`config.mk`:
```
export PLATFORM = sky130hd
export DESIGN_NAME = card_shuffle_and_draw_flat
export DESIGN_NICKNAME = d
export VERILOG_FILES = /design/src/sv/csd_pkg.sv /design/src/sv/csd_ifs.sv /design/src/sv/csd_rem_unit.sv /design/src/sv/csd_card_store.sv /design/src/sv/card_shuffle_and_draw.sv /design/src/flat_wrapper.sv
export SDC_FILE = /design/constraint.sdc
export NUM_CORES = 1
export LEC_CHECK = 0
export BUFFER_PORTS_ARGS = -buffer_cell sky130_fd_sc_hd__buf_4
export CORE_ASPECT_RATIO = 1.1
export CORE_MARGIN = 10
export CORE_UTILIZATION = 25
export CTS_BUF_LIST = sky130_fd_sc_hd__clkbuf_16
export DETAILED_ROUTE_END_ITERATION = 12
export MAX_ROUTING_LAYER = met4
export PLACE_DENSITY = 0.45
export SLEW_MARGIN = 20
export SYNTH_ARGS = -nofsm -noshare
export SYNTH_HDL_FRONTEND = slang
export SYNTH_HIERARCHICAL = 1
export SYNTH_SLANG_ARGS = --single-unit
```
`constraint.sdc`:
```
create_clock -name clk -period 10 [get_ports clk]
set_input_delay 1 -clock clk [delete_from_list [all_inputs] [get_ports clk]]
set_output_delay 1 -clock clk [all_outputs]
set_load 0.02 [all_outputs]
```
`src/sv/csd_pkg.sv`:
```
// ----------------------------------------------------------------------------
// csd_pkg: shared definitions for the card shuffle and draw block
// Field widths, operation and status codes, remainder unit sizing.
// ----------------------------------------------------------------------------
package csd_pkg;

    localparam int NUM_CARDS_DEF = 52;

    localparam int OP_W     = 2;
    localparam int WORD_W   = 31;
    localparam int CODE_W   = 6;
    localparam int LEFT_W   = 6;
    localparam int PASS_W   = 4;
    localparam int STATUS_W = 2;

    localparam logic [PASS_W-1:0] PASSES_RESET = PASS_W'(9);

    // operation codes
    localparam logic [OP_W-1:0] OP_NEW     = 2'd0;
    localparam logic [OP_W-1:0] OP_SHUFFLE = 2'd1;
    localparam logic [OP_W-1:0] OP_DRAW    = 2'd2;

    // status codes
    localparam logic [STATUS_W-1:0] ST_OK      = 2'd0;
    localparam logic [STATUS_W-1:0] ST_EMPTY   = 2'd1;
    localparam logic [STATUS_W-1:0] ST_IGNORED = 2'd2;

    // remainder unit: bits retired per cycle and resulting number of steps
    localparam int REM_RADIX_BITS = 4;
    localparam int REM_STEPS      = (WORD_W + REM_RADIX_BITS - 1) / REM_RADIX_BITS;
    localparam int REM_PAD_W      = REM_STEPS * REM_RADIX_BITS;
    localparam int REM_CNT_W      = (REM_STEPS > 1) ? $clog2(REM_STEPS) : 1;

endpackage

```
`src/sv/csd_ifs.sv`:
```
// ----------------------------------------------------------------------------
// csd_ifs: channel interfaces of the card shuffle and draw block
// Request, response and configuration channels with valid/ready handshakes.
// ----------------------------------------------------------------------------
interface csd_in_if import csd_pkg::*; ();
    logic                valid;
    logic                ready;
    logic [OP_W-1:0]     operation;
    logic [WORD_W-1:0]   random_word;

    modport source (output valid, output operation, output random_word, input ready);
    modport sink   (input valid, input operation, input random_word, output ready);
endinterface

interface csd_out_if import csd_pkg::*; ();
    logic                valid;
    logic                ready;
    logic [CODE_W-1:0]   card_code;
    logic                card_valid;
    logic [LEFT_W-1:0]   cards_left;
    logic                shuffle_done;
    logic [STATUS_W-1:0] status;

    modport source (output valid, output card_code, output card_valid, output cards_left,
                    output shuffle_done, output status, input ready);
    modport sink   (input valid, input card_code, input card_valid, input cards_left,
                    input shuffle_done, input status, output ready);
endinterface

interface csd_cfg_if import csd_pkg::*; ();
    logic              valid;
    logic              ready;
    logic [PASS_W-1:0] data;

    modport source (output valid, output data, input ready);
    modport sink   (input valid, input data, output ready);
endinterface

```
`src/sv/csd_rem_unit.sv`:
```
// ----------------------------------------------------------------------------
// csd_rem_unit: iterative remainder of the random word by a small divisor
// Restoring division, REM_RADIX_BITS quotient bits per cycle.
// ----------------------------------------------------------------------------
module csd_rem_unit import csd_pkg::*;
#(
    parameter int DIV_W = 6
)
(
    input  logic              clk,
    input  logic              rst_n,
    input  logic              start,
    input  logic [WORD_W-1:0] dividend,
    input  logic [DIV_W-1:0]  divisor,
    output logic              done,
    output logic [DIV_W-1:0]  rem
);

    logic                 busy_reg;
    logic                 done_reg;
    logic [REM_CNT_W-1:0] cnt_reg;
    logic [REM_PAD_W-1:0] shift_reg;
    logic [DIV_W-1:0]     div_reg;
    logic [DIV_W-1:0]     rem_reg;
    logic [DIV_W-1:0]     rem_next;

    always_comb
    begin
        logic [DIV_W:0]   trial;
        logic [DIV_W-1:0] r;
        r = rem_reg;
        for (int i = 0; i < REM_RADIX_BITS; i++)
        begin
            trial = {r, shift_reg[REM_PAD_W-1-i]};
            if (trial >= {1'b0, div_reg})
                trial = trial - {1'b0, div_reg};
            r = trial[DIV_W-1:0];
        end
        rem_next = r;
    end

    always_ff @(posedge clk or negedge rst_n)
    begin
        if (!rst_n)
        begin
            busy_reg <= 1'b0;
            done_reg <= 1'b0;
            cnt_reg  <= '0;
        end
        else
        begin
            done_reg <= !start && busy_reg && (cnt_reg == REM_CNT_W'(REM_STEPS - 1));
            if (start)
            begin
                busy_reg <= 1'b1;
                cnt_reg  <= '0;
            end
            else if (busy_reg)
            begin
                cnt_reg <= cnt_reg + 1'b1;
                if (cnt_reg == REM_CNT_W'(REM_STEPS - 1))
                    busy_reg <= 1'b0;
            end
        end
    end

    always_ff @(posedge clk)
    begin
        if (start)
        begin
            shift_reg <= REM_PAD_W'(dividend);
            div_reg   <= divisor;
            rem_reg   <= '0;
        end
        else if (busy_reg)
        begin
            shift_reg <= shift_reg << REM_RADIX_BITS;
            rem_reg   <= rem_next;
        end
    end

    assign done = done_reg;
    assign rem  = rem_reg;

endmodule

```
`src/sv/csd_card_store.sv`:
```
// ----------------------------------------------------------------------------
// csd_card_store: permutation store of card codes
// One write port, two registered read ports; per-entry valid bits make an
// unwritten entry read as its own index, so a reload clears them all at once.
// ----------------------------------------------------------------------------
module csd_card_store import csd_pkg::*;
#(
    parameter int NUM_CARDS = NUM_CARDS_DEF
)
(
    input  logic                         clk,
    input  logic                         rst_n,
    input  logic                         clear,
    input  logic                         we,
    input  logic [$clog2(NUM_CARDS)-1:0] waddr,
    input  logic [CODE_W-1:0]            wdata,
    input  logic [$clog2(NUM_CARDS)-1:0] raddr_a,
    input  logic [$clog2(NUM_CARDS)-1:0] raddr_b,
    output logic [CODE_W-1:0]            rdata_a,
    output logic [CODE_W-1:0]            rdata_b
);

    localparam int IDX_W = $clog2(NUM_CARDS);

    logic [CODE_W-1:0]    mem [NUM_CARDS];
    logic [NUM_CARDS-1:0] valid_reg;

    logic [CODE_W-1:0] mem_a_reg;
    logic [CODE_W-1:0] mem_b_reg;
    logic              vld_a_reg;
    logic              vld_b_reg;
    logic [IDX_W-1:0]  addr_a_reg;
    logic [IDX_W-1:0]  addr_b_reg;

    always_ff @(posedge clk)
    begin
        if (we)
            mem[waddr] <= wdata;
        mem_a_reg  <= mem[raddr_a];
        mem_b_reg  <= mem[raddr_b];
        vld_a_reg  <= valid_reg[raddr_a];
        vld_b_reg  <= valid_reg[raddr_b];
        addr_a_reg <= raddr_a;
        addr_b_reg <= raddr_b;
    end

    always_ff @(posedge clk or negedge rst_n)
    begin
        if (!rst_n)
            valid_reg <= '0;
        else if (clear)
            valid_reg <= '0;
        else if (we)
            valid_reg[waddr] <= 1'b1;
    end

    // untouched entries still hold the ordered deck
    assign rdata_a = vld_a_reg ? mem_a_reg : CODE_W'(addr_a_reg);
    assign rdata_b = vld_b_reg ? mem_b_reg : CODE_W'(addr_b_reg);

endmodule

```
`src/sv/card_shuffle_and_draw.sv`:
```
// ----------------------------------------------------------------------------
// card_shuffle_and_draw: deck store with Fisher-Yates shuffle and draw
// Top level: request sequencer, remainder unit and card store.
// ----------------------------------------------------------------------------
// Usage:
//   req  : one request per operation (new deck, shuffle step, draw).
//   rsp  : exactly one response per request, in request order.
//   cfg  : writes shuffle_passes; always ready, write only while idle.
// Sequence from request accept to response valid:
//   new deck, ignored shuffle, empty draw, unused code : straight to done
//   draw                                               : fetch, then pick
//   shuffle step                                       : remainder unit, then swap
//   (a 31-bit word retired 4 bits per cycle in the remainder unit,
//   followed by a two-port read and two single-port writes for the swap).
// The next request can be accepted as soon as the response turns valid.
// One request is in flight at a time; req.ready is low while it is worked on.
// A finished response waits in the output register; the next request is
// accepted meanwhile and holds in its last state until the output is free.
// Reset loads the ordered deck (valid bits cleared at once, no sweep),
// fills the deck, sets the cursor to the top and shuffle_passes to 9.
// ----------------------------------------------------------------------------
module card_shuffle_and_draw import csd_pkg::*;
#(
    parameter int NUM_CARDS = NUM_CARDS_DEF
)
(
    input  logic      clk,
    input  logic      rst_n,
    csd_cfg_if.sink   cfg,
    csd_in_if.sink    req,
    csd_out_if.source rsp
);

    localparam int IDX_W = $clog2(NUM_CARDS);
    localparam int PTR_W = $clog2(NUM_CARDS + 1);

    typedef enum logic [6:0] {
        S_IDLE   = 7'b0000001,
        S_DIV    = 7'b0000010,
        S_FETCH  = 7'b0000100,
        S_PICK   = 7'b0001000,
        S_WR_CUR = 7'b0010000,
        S_WR_J   = 7'b0100000,
        S_DONE   = 7'b1000000
    } state_t;

    state_t state_reg;
    state_t state_next;

    logic [PTR_W-1:0]    ptr_reg;
    logic [IDX_W-1:0]    cursor_reg;
    logic [PASS_W-1:0]   passes_done_reg;
    logic [PASS_W-1:0]   shuffle_passes_reg;
    logic                draw_op_reg;
    logic [IDX_W-1:0]    j_reg;
    logic [CODE_W-1:0]   tmp_reg;
    logic [CODE_W-1:0]   res_code_reg;
    logic                res_valid_reg;
    logic [STATUS_W-1:0] res_status_reg;

    logic                out_valid_reg;
    logic [CODE_W-1:0]   out_code_reg;
    logic                out_card_valid_reg;
    logic [LEFT_W-1:0]   out_left_reg;
    logic                out_done_reg;
    logic [STATUS_W-1:0] out_status_reg;

    logic accept;
    logic complete;
    logic out_free;
    logic rem_start;
    logic rem_done;
    logic [PTR_W-1:0] rem_val;

    logic              store_clear;
    logic              store_we;
    logic [IDX_W-1:0]  store_waddr;
    logic [CODE_W-1:0] store_wdata;
    logic [IDX_W-1:0]  store_raddr_a;
    logic [CODE_W-1:0] store_rdata_a;
    logic [CODE_W-1:0] store_rdata_b;

    assign req.ready = (state_reg == S_IDLE);
    assign cfg.ready = 1'b1;
    assign accept    = req.valid && req.ready;
    assign complete  = (passes_done_reg >= shuffle_passes_reg);
    assign out_free  = !out_valid_reg || rsp.ready;
    assign rem_start = accept && (req.operation == OP_SHUFFLE) && !complete;

    assign store_clear   = accept && (req.operation == OP_NEW);
    assign store_we      = (state_reg == S_WR_CUR) || (state_reg == S_WR_J);
    assign store_waddr   = (state_reg == S_WR_CUR) ? cursor_reg : j_reg;
    assign store_wdata   = (state_reg == S_WR_CUR) ? store_rdata_b : tmp_reg;
    assign store_raddr_a = draw_op_reg ? ptr_reg[IDX_W-1:0] : cursor_reg;

    csd_rem_unit #(
        .DIV_W (PTR_W)
    ) u_rem (
        .clk      (clk),
        .rst_n    (rst_n),
        .start    (rem_start),
        .dividend (req.random_word),
        .divisor  (PTR_W'(cursor_reg) + PTR_W'(1)),
        .done     (rem_done),
        .rem      (rem_val)
    );

    csd_card_store #(
        .NUM_CARDS (NUM_CARDS)
    ) u_store (
        .clk     (clk),
        .rst_n   (rst_n),
        .clear   (store_clear),
        .we      (store_we),
        .waddr   (store_waddr),
        .wdata   (store_wdata),
        .raddr_a (store_raddr_a),
        .raddr_b (j_reg),
        .rdata_a (store_rdata_a),
        .rdata_b (store_rdata_b)
    );

    always_comb
    begin
        state_next = state_reg;
        unique case (state_reg)
            S_IDLE:
            begin
                if (accept)
                begin
                    if (rem_start)
                        state_next = S_DIV;
                    else if ((req.operation == OP_DRAW) && (ptr_reg != '0))
                        state_next = S_FETCH;
                    else
                        state_next = S_DONE;
                end
            end
            S_DIV:    state_next = rem_done ? S_FETCH : S_DIV;
            S_FETCH:  state_next = draw_op_reg ? S_PICK : S_WR_CUR;
            S_PICK:   state_next = S_DONE;
            S_WR_CUR: state_next = S_WR_J;
            S_WR_J:   state_next = S_DONE;
            S_DONE:   state_next = out_free ? S_IDLE : S_DONE;
            default:  state_next = S_IDLE;
        endcase
    end

    always_ff @(posedge clk or negedge rst_n)
    begin
        if (!rst_n)
        begin
            state_reg          <= S_IDLE;
            ptr_reg            <= PTR_W'(NUM_CARDS);
            cursor_reg         <= IDX_W'(NUM_CARDS - 1);
            passes_done_reg    <= '0;
            shuffle_passes_reg <= PASSES_RESET;
            draw_op_reg        <= 1'b0;
            out_valid_reg      <= 1'b0;
        end
        else
        begin
            state_reg <= state_next;

            if (cfg.valid)
                shuffle_passes_reg <= cfg.data;

            if (accept)
            begin
                draw_op_reg <= (req.operation == OP_DRAW);
                if (req.operation == OP_NEW)
                begin
                    ptr_reg         <= PTR_W'(NUM_CARDS);
                    cursor_reg      <= IDX_W'(NUM_CARDS - 1);
                    passes_done_reg <= '0;
                end
                else if ((req.operation == OP_DRAW) && (ptr_reg != '0))
                    ptr_reg <= ptr_reg - 1'b1;
            end

            // advance the cursor; a pass ends after the swap at entry one
            if (state_reg == S_WR_J)
            begin
                if (cursor_reg == IDX_W'(1))
                begin
                    passes_done_reg <= passes_done_reg + 1'b1;
                    cursor_reg      <= IDX_W'(NUM_CARDS - 1);
                end
                else
                    cursor_reg <= cursor_reg - 1'b1;
            end

            if ((state_reg == S_DONE) && out_free)
                out_valid_reg <= 1'b1;
            else if (rsp.ready)
                out_valid_reg <= 1'b0;
        end
    end

    always_ff @(posedge clk)
    begin
        if (accept)
        begin
            res_code_reg  <= '0;
            res_valid_reg <= 1'b0;
            if ((req.operation == OP_DRAW) && (ptr_reg == '0))
                res_status_reg <= ST_EMPTY;
            else if ((req.operation == OP_SHUFFLE) && complete)
                res_status_reg <= ST_IGNORED;
            else
                res_status_reg <= ST_OK;
        end

        if ((state_reg == S_DIV) && rem_done)
            j_reg <= rem_val[IDX_W-1:0];

        // hold the entry at the cursor until it moves to slot j
        if (state_reg == S_WR_CUR)
            tmp_reg <= store_rdata_a;

        if (state_reg == S_PICK)
        begin
            res_code_reg  <= store_rdata_a;
            res_valid_reg <= 1'b1;
        end

        if ((state_reg == S_DONE) && out_free)
        begin
            out_code_reg       <= res_code_reg;
            out_card_valid_reg <= res_valid_reg;
            out_left_reg       <= LEFT_W'(ptr_reg);
            out_done_reg       <= complete;
            out_status_reg     <= res_status_reg;
        end
    end

    assign rsp.valid        = out_valid_reg;
    assign rsp.card_code    = out_code_reg;
    assign rsp.card_valid   = out_card_valid_reg;
    assign rsp.cards_left   = out_left_reg;
    assign rsp.shuffle_done = out_done_reg;
    assign rsp.status       = out_status_reg;

endmodule

```
`src/flat_wrapper.sv`:
```
// flat-port wrapper written by rule: the top's interface ports become plain ports
module card_shuffle_and_draw_flat import csd_pkg::*;
#(
    parameter int NUM_CARDS = NUM_CARDS_DEF
)
  (clk, rst_n, cfg_valid, cfg_data, cfg_ready, req_valid, req_operation, req_random_word, req_ready, rsp_valid, rsp_card_code, rsp_card_valid, rsp_cards_left, rsp_shuffle_done, rsp_status, rsp_ready);
  csd_cfg_if cfg_i ();
  csd_in_if req_i ();
  csd_out_if rsp_i ();
  input  logic clk;
  input  logic rst_n;
  input wire logic [$bits(cfg_i.valid)-1:0] cfg_valid;
  input wire logic [$bits(cfg_i.data)-1:0] cfg_data;
  output wire logic [$bits(cfg_i.ready)-1:0] cfg_ready;
  input wire logic [$bits(req_i.valid)-1:0] req_valid;
  input wire logic [$bits(req_i.operation)-1:0] req_operation;
  input wire logic [$bits(req_i.random_word)-1:0] req_random_word;
  output wire logic [$bits(req_i.ready)-1:0] req_ready;
  output wire logic [$bits(rsp_i.valid)-1:0] rsp_valid;
  output wire logic [$bits(rsp_i.card_code)-1:0] rsp_card_code;
  output wire logic [$bits(rsp_i.card_valid)-1:0] rsp_card_valid;
  output wire logic [$bits(rsp_i.cards_left)-1:0] rsp_cards_left;
  output wire logic [$bits(rsp_i.shuffle_done)-1:0] rsp_shuffle_done;
  output wire logic [$bits(rsp_i.status)-1:0] rsp_status;
  input wire logic [$bits(rsp_i.ready)-1:0] rsp_ready;
  assign cfg_i.valid = cfg_valid;
  assign cfg_i.data = cfg_data;
  assign cfg_ready = cfg_i.ready;
  assign req_i.valid = req_valid;
  assign req_i.operation = req_operation;
  assign req_i.random_word = req_random_word;
  assign req_ready = req_i.ready;
  assign rsp_valid = rsp_i.valid;
  assign rsp_card_code = rsp_i.card_code;
  assign rsp_card_valid = rsp_i.card_valid;
  assign rsp_cards_left = rsp_i.cards_left;
  assign rsp_shuffle_done = rsp_i.shuffle_done;
  assign rsp_status = rsp_i.status;
  assign rsp_i.ready = rsp_ready;
  card_shuffle_and_draw #(.NUM_CARDS(NUM_CARDS)) u_core (.clk(clk), .rst_n(rst_n), .cfg(cfg_i), .req(req_i), .rsp(rsp_i));
endmodule
```
==> results.toml <==
[yosys]
synth-main-ff-cell = "sky130_fd_sc_hd__edfxtp_1"
post_synth.cell_area_avg_sq_um = 14.8
synth.ff_latch_count = 505
synth-seq-area-share_pct = 58.7
yosysTopAreaCellShare_pct = 47.1
synthTopCellsByArea = "sky130_fd_sc_hd__edfxtp_1, sky130_fd_sc_hd__mux4_2, sky130_fd_sc_hd__dfrtp_1"
synth_edf_count = 385
synth_cells = 1658
synthesis.area_sq_um = 24500
synth_cell_type_count = 81
synth_nets = 1739
post-synth-top-area-cell = "sky130_fd_sc_hd__edfxtp_1"
asyncSetResetFlopFracSynth_pct = 17.0
synth_warnings = 6

[cells_and_area]
nets = 1780
insertedDiodeCount = 0
multi_input_area_sq_um = 9510
layout.area.seq_sq_um = 14400
layout-drive-gt1-share_pct = 26.0
fill_cell_count = 9782
layout-area-overhead-vs-synth_pct = 15.2
largest_register_ff_count = 312

[critical_path]
criticalPathCategory = "flop to flop"
end_kind = "flop"
reg2reg_to = "u_core/u_rem/rem[2]"
critical-path-slowest-cell = "sky130_fd_sc_hd__mux2i_2"
worst-endpoint-required_ns = 10.55
crit_path_max_fanout = 9
worst-endpoint-arrival_ns = 8.72
worst_path_largest_cell_delay_ns = 0.53
worst-r2r-setup-slack_ns = 1.83
worstSetupStartpointType = "flop"
critical_path.startpoint = "u_core/u_rem/div_reg[3]"
timing.reg2reg.worst_path_depth = 28
worst_r2r_startpoint = "u_core/u_rem/div_reg[3]"

[global_routing]
antenna_found_initial = 1
track_usage_pct = 12.3
grt_start_max_net_pins = 86
global_route_wire_length_before_repair_mm = 102
vias_in_the_first_global_route = 15557
globalRoute.totalOverflow = 0

[floorplanning]
die_area_sq_um = 111000
die_h_microns = 348
rows = 120
design.portCount = 61
start_util_pct = 25.2
coreArea_sq_um = 97300
die-width_microns = 319

[clocking]
clk_pin_slew_ns = 0.06
clock_tree.root_cell = "sky130_fd_sc_hd__clkbuf_16"
cts.repair.resized = 0
cts_buffers = 58
clock_tree_from_tritoncts = "done"
holdBufCountCts = 0
cts_sinks = 505
cts_setup_buffers = 0
clk_path_buf_depth = 3
clock_latency_ns = 0.61
cts_htree_levels = 2

[timing]
period_share_pct = 81.7
fin_worst_skew_ns = 0.0172
timing.setup.tns_ns = 0
setup_slack_ns = 1.83
timing.slew.headroom_pct = 34.1
finalMaxSlewViolations = 0
time_the_final_worst_path_needs_with_i_o_delays_and_setup_ns = 8.17
finalHoldViolations = 0
maximum_operating_frequency_mhz = 122
timing_worst_slew_pin_value_ns = 0.985
rsz0062_at_grt = "no"
finalSetupViolCount = 0

[placement]
place_ws_ns = 1.95
placement.io_buffers = 59
gp_congestion = 0.820
hpwl_reported_at_the_end_of_detailed_placement_mm = 44.3

[flow_run]
max_cap_violations = 0

[detailed_routing]
routed.top_layer = "met4"
wl_mm = 68.3
drt-vias-per-instance = 4.82
detail_route.drc_violations = 0
postRouteAntennaNets = 0
num_vias = 14619
route.met2.wl_mm = 34.6
wl_met1_mm = 29.3
detail_route.first_pass.iterations = 7
first_iter_violations = 1050
met3RoutedLength_mm = 2.96
routed_wire_length_per_instance_microns = 22.5

[power_and_ir_drop]
ratio_of_total_power_to_cell_area_nw_per_um2 = 289
leakage_nw = 10.0
peakVddDrop_uv = 252

[status]
status = "complete, no violations"

[hold_path]
hold_class = "input port to asynchronous set/reset pin"
## area by class of cell
cell class | instances | share of cell area (%)
inverters | 41 | 0.567
clock buffers | 62 | 5.49
clock inverters | 48 | 1.53
flip-flops and latches | 505 | 51.0
multi-input cells | 1015 | 33.6
repair buffers | 78 | 2.12
well taps | 1281 | 5.67
## power breakdown
part | switching (mW) | internal (mW)
Clock | 0.871 | 1.32
Combinational | 1.79 | 1.46
Sequential | 0.165 | 2.55
Total | 2.83 | 5.32
## routing by layer
metal	global-route usage [%]	up-vias
li1	-	6531
met1	15.1	7664
met2	21.0	342
met3	1.96	82
met4	3.13	0
met5	-	-
## worst max-delay path by stage
| stage | to | slack (ns) |
|---|---|---|
| final | u_core/u_rem/rem[2] | 1.83 |
| after global routing | u_core/u_rem/rem[2] | 1.06 |
| after global placement | u_core/u_rem/rem[2] | 2.26 |
| after detailed placement | u_core/u_rem/rem[2] | 1.95 |
| after CTS | u_core/u_rem/rem[2] | 1.87 |
| after floorplan | u_core/u_rem/rem[2] | 3.30 |
## cells in the mapped netlist, types with 8 or more instances
master,count
sky130_fd_sc_hd__a211o_1,12
sky130_fd_sc_hd__a21oi_1,38
sky130_fd_sc_hd__a22oi_1,20
sky130_fd_sc_hd__and2_1,10
sky130_fd_sc_hd__and3_1,11
sky130_fd_sc_hd__buf_2,33
sky130_fd_sc_hd__buf_4,11
sky130_fd_sc_hd__buf_6,8
sky130_fd_sc_hd__clkbuf_1,38
sky130_fd_sc_hd__dfrtp_1,76
sky130_fd_sc_hd__dfstp_2,10
sky130_fd_sc_hd__dfxtp_1,34
sky130_fd_sc_hd__edfxtp_1,385
sky130_fd_sc_hd__ha_1,35
sky130_fd_sc_hd__inv_1,37
sky130_fd_sc_hd__mux2_2,77
sky130_fd_sc_hd__mux2i_1,66
sky130_fd_sc_hd__mux4_2,165
sky130_fd_sc_hd__nand2_1,113
sky130_fd_sc_hd__nand2b_1,11
sky130_fd_sc_hd__nand3_1,30
sky130_fd_sc_hd__nor2_1,194
sky130_fd_sc_hd__nor2b_1,16
sky130_fd_sc_hd__nor3_1,18
sky130_fd_sc_hd__o2111ai_1,13
sky130_fd_sc_hd__o21ai_0,30
sky130_fd_sc_hd__o22ai_1,17
sky130_fd_sc_hd__xnor2_1,9
sky130_fd_sc_hd__xor2_1,17
## metrics by stage
stage               util (%)  cell area, sq um  power (mW)  hold WS, ns  std cells
floorplan                  -             24500        5.18        0.379       1658
global placement        27.0             26300        5.97        0.409       2920
detailed placement      27.0             26300        6.02        0.406       2920
CTS                     29.0             28200        8.25        0.230       3030
global route            29.0             28300        8.64        0.252       3030
finish                  29.0             28300        8.15        0.261       3030
## cell usage in the layout (no fill, tap or decap), drive strengths merged, types with 19 or more instances in the layout
cell type and instances:
a21oi 38, a22oi 20, buf 78, clkbuf 62
clkinv 30, dfrtp 76, dfxtp 34, edfxtp 385
ha 35, inv 47, mux2 78, mux2i 67
mux4 165, nand2 113, nand3 30, nor2 194
nor3 19, o21ai 30
## worst max-delay path, delay by kind of cell, from the launching register on
family	cells	cell delay, ns
buffers and inverters	1	0.20
AO/OA/AOI/OAI	14	3.42
AND/OR/NAND/NOR	5	1.10
multiplexers	4	1.73
flip-flops	1	0.37
adder cells (fa/ha/maj)	4	1.28
## cell families (layout without fill, tap and decap cells)
family	count (synthesis)	in the layout	share of synthesized area (%)
flops	505	505	58.7
simple gates	448	448	8.36
compound gates	191	191	5.56
buf+inv	138	229	2.79
other cells	1	1	0.0153
xor+xnor	26	26	0.929
mux	310	310	21.5
fa+ha+maj	39	39	2.11
(Power assumes the default switching activity.)
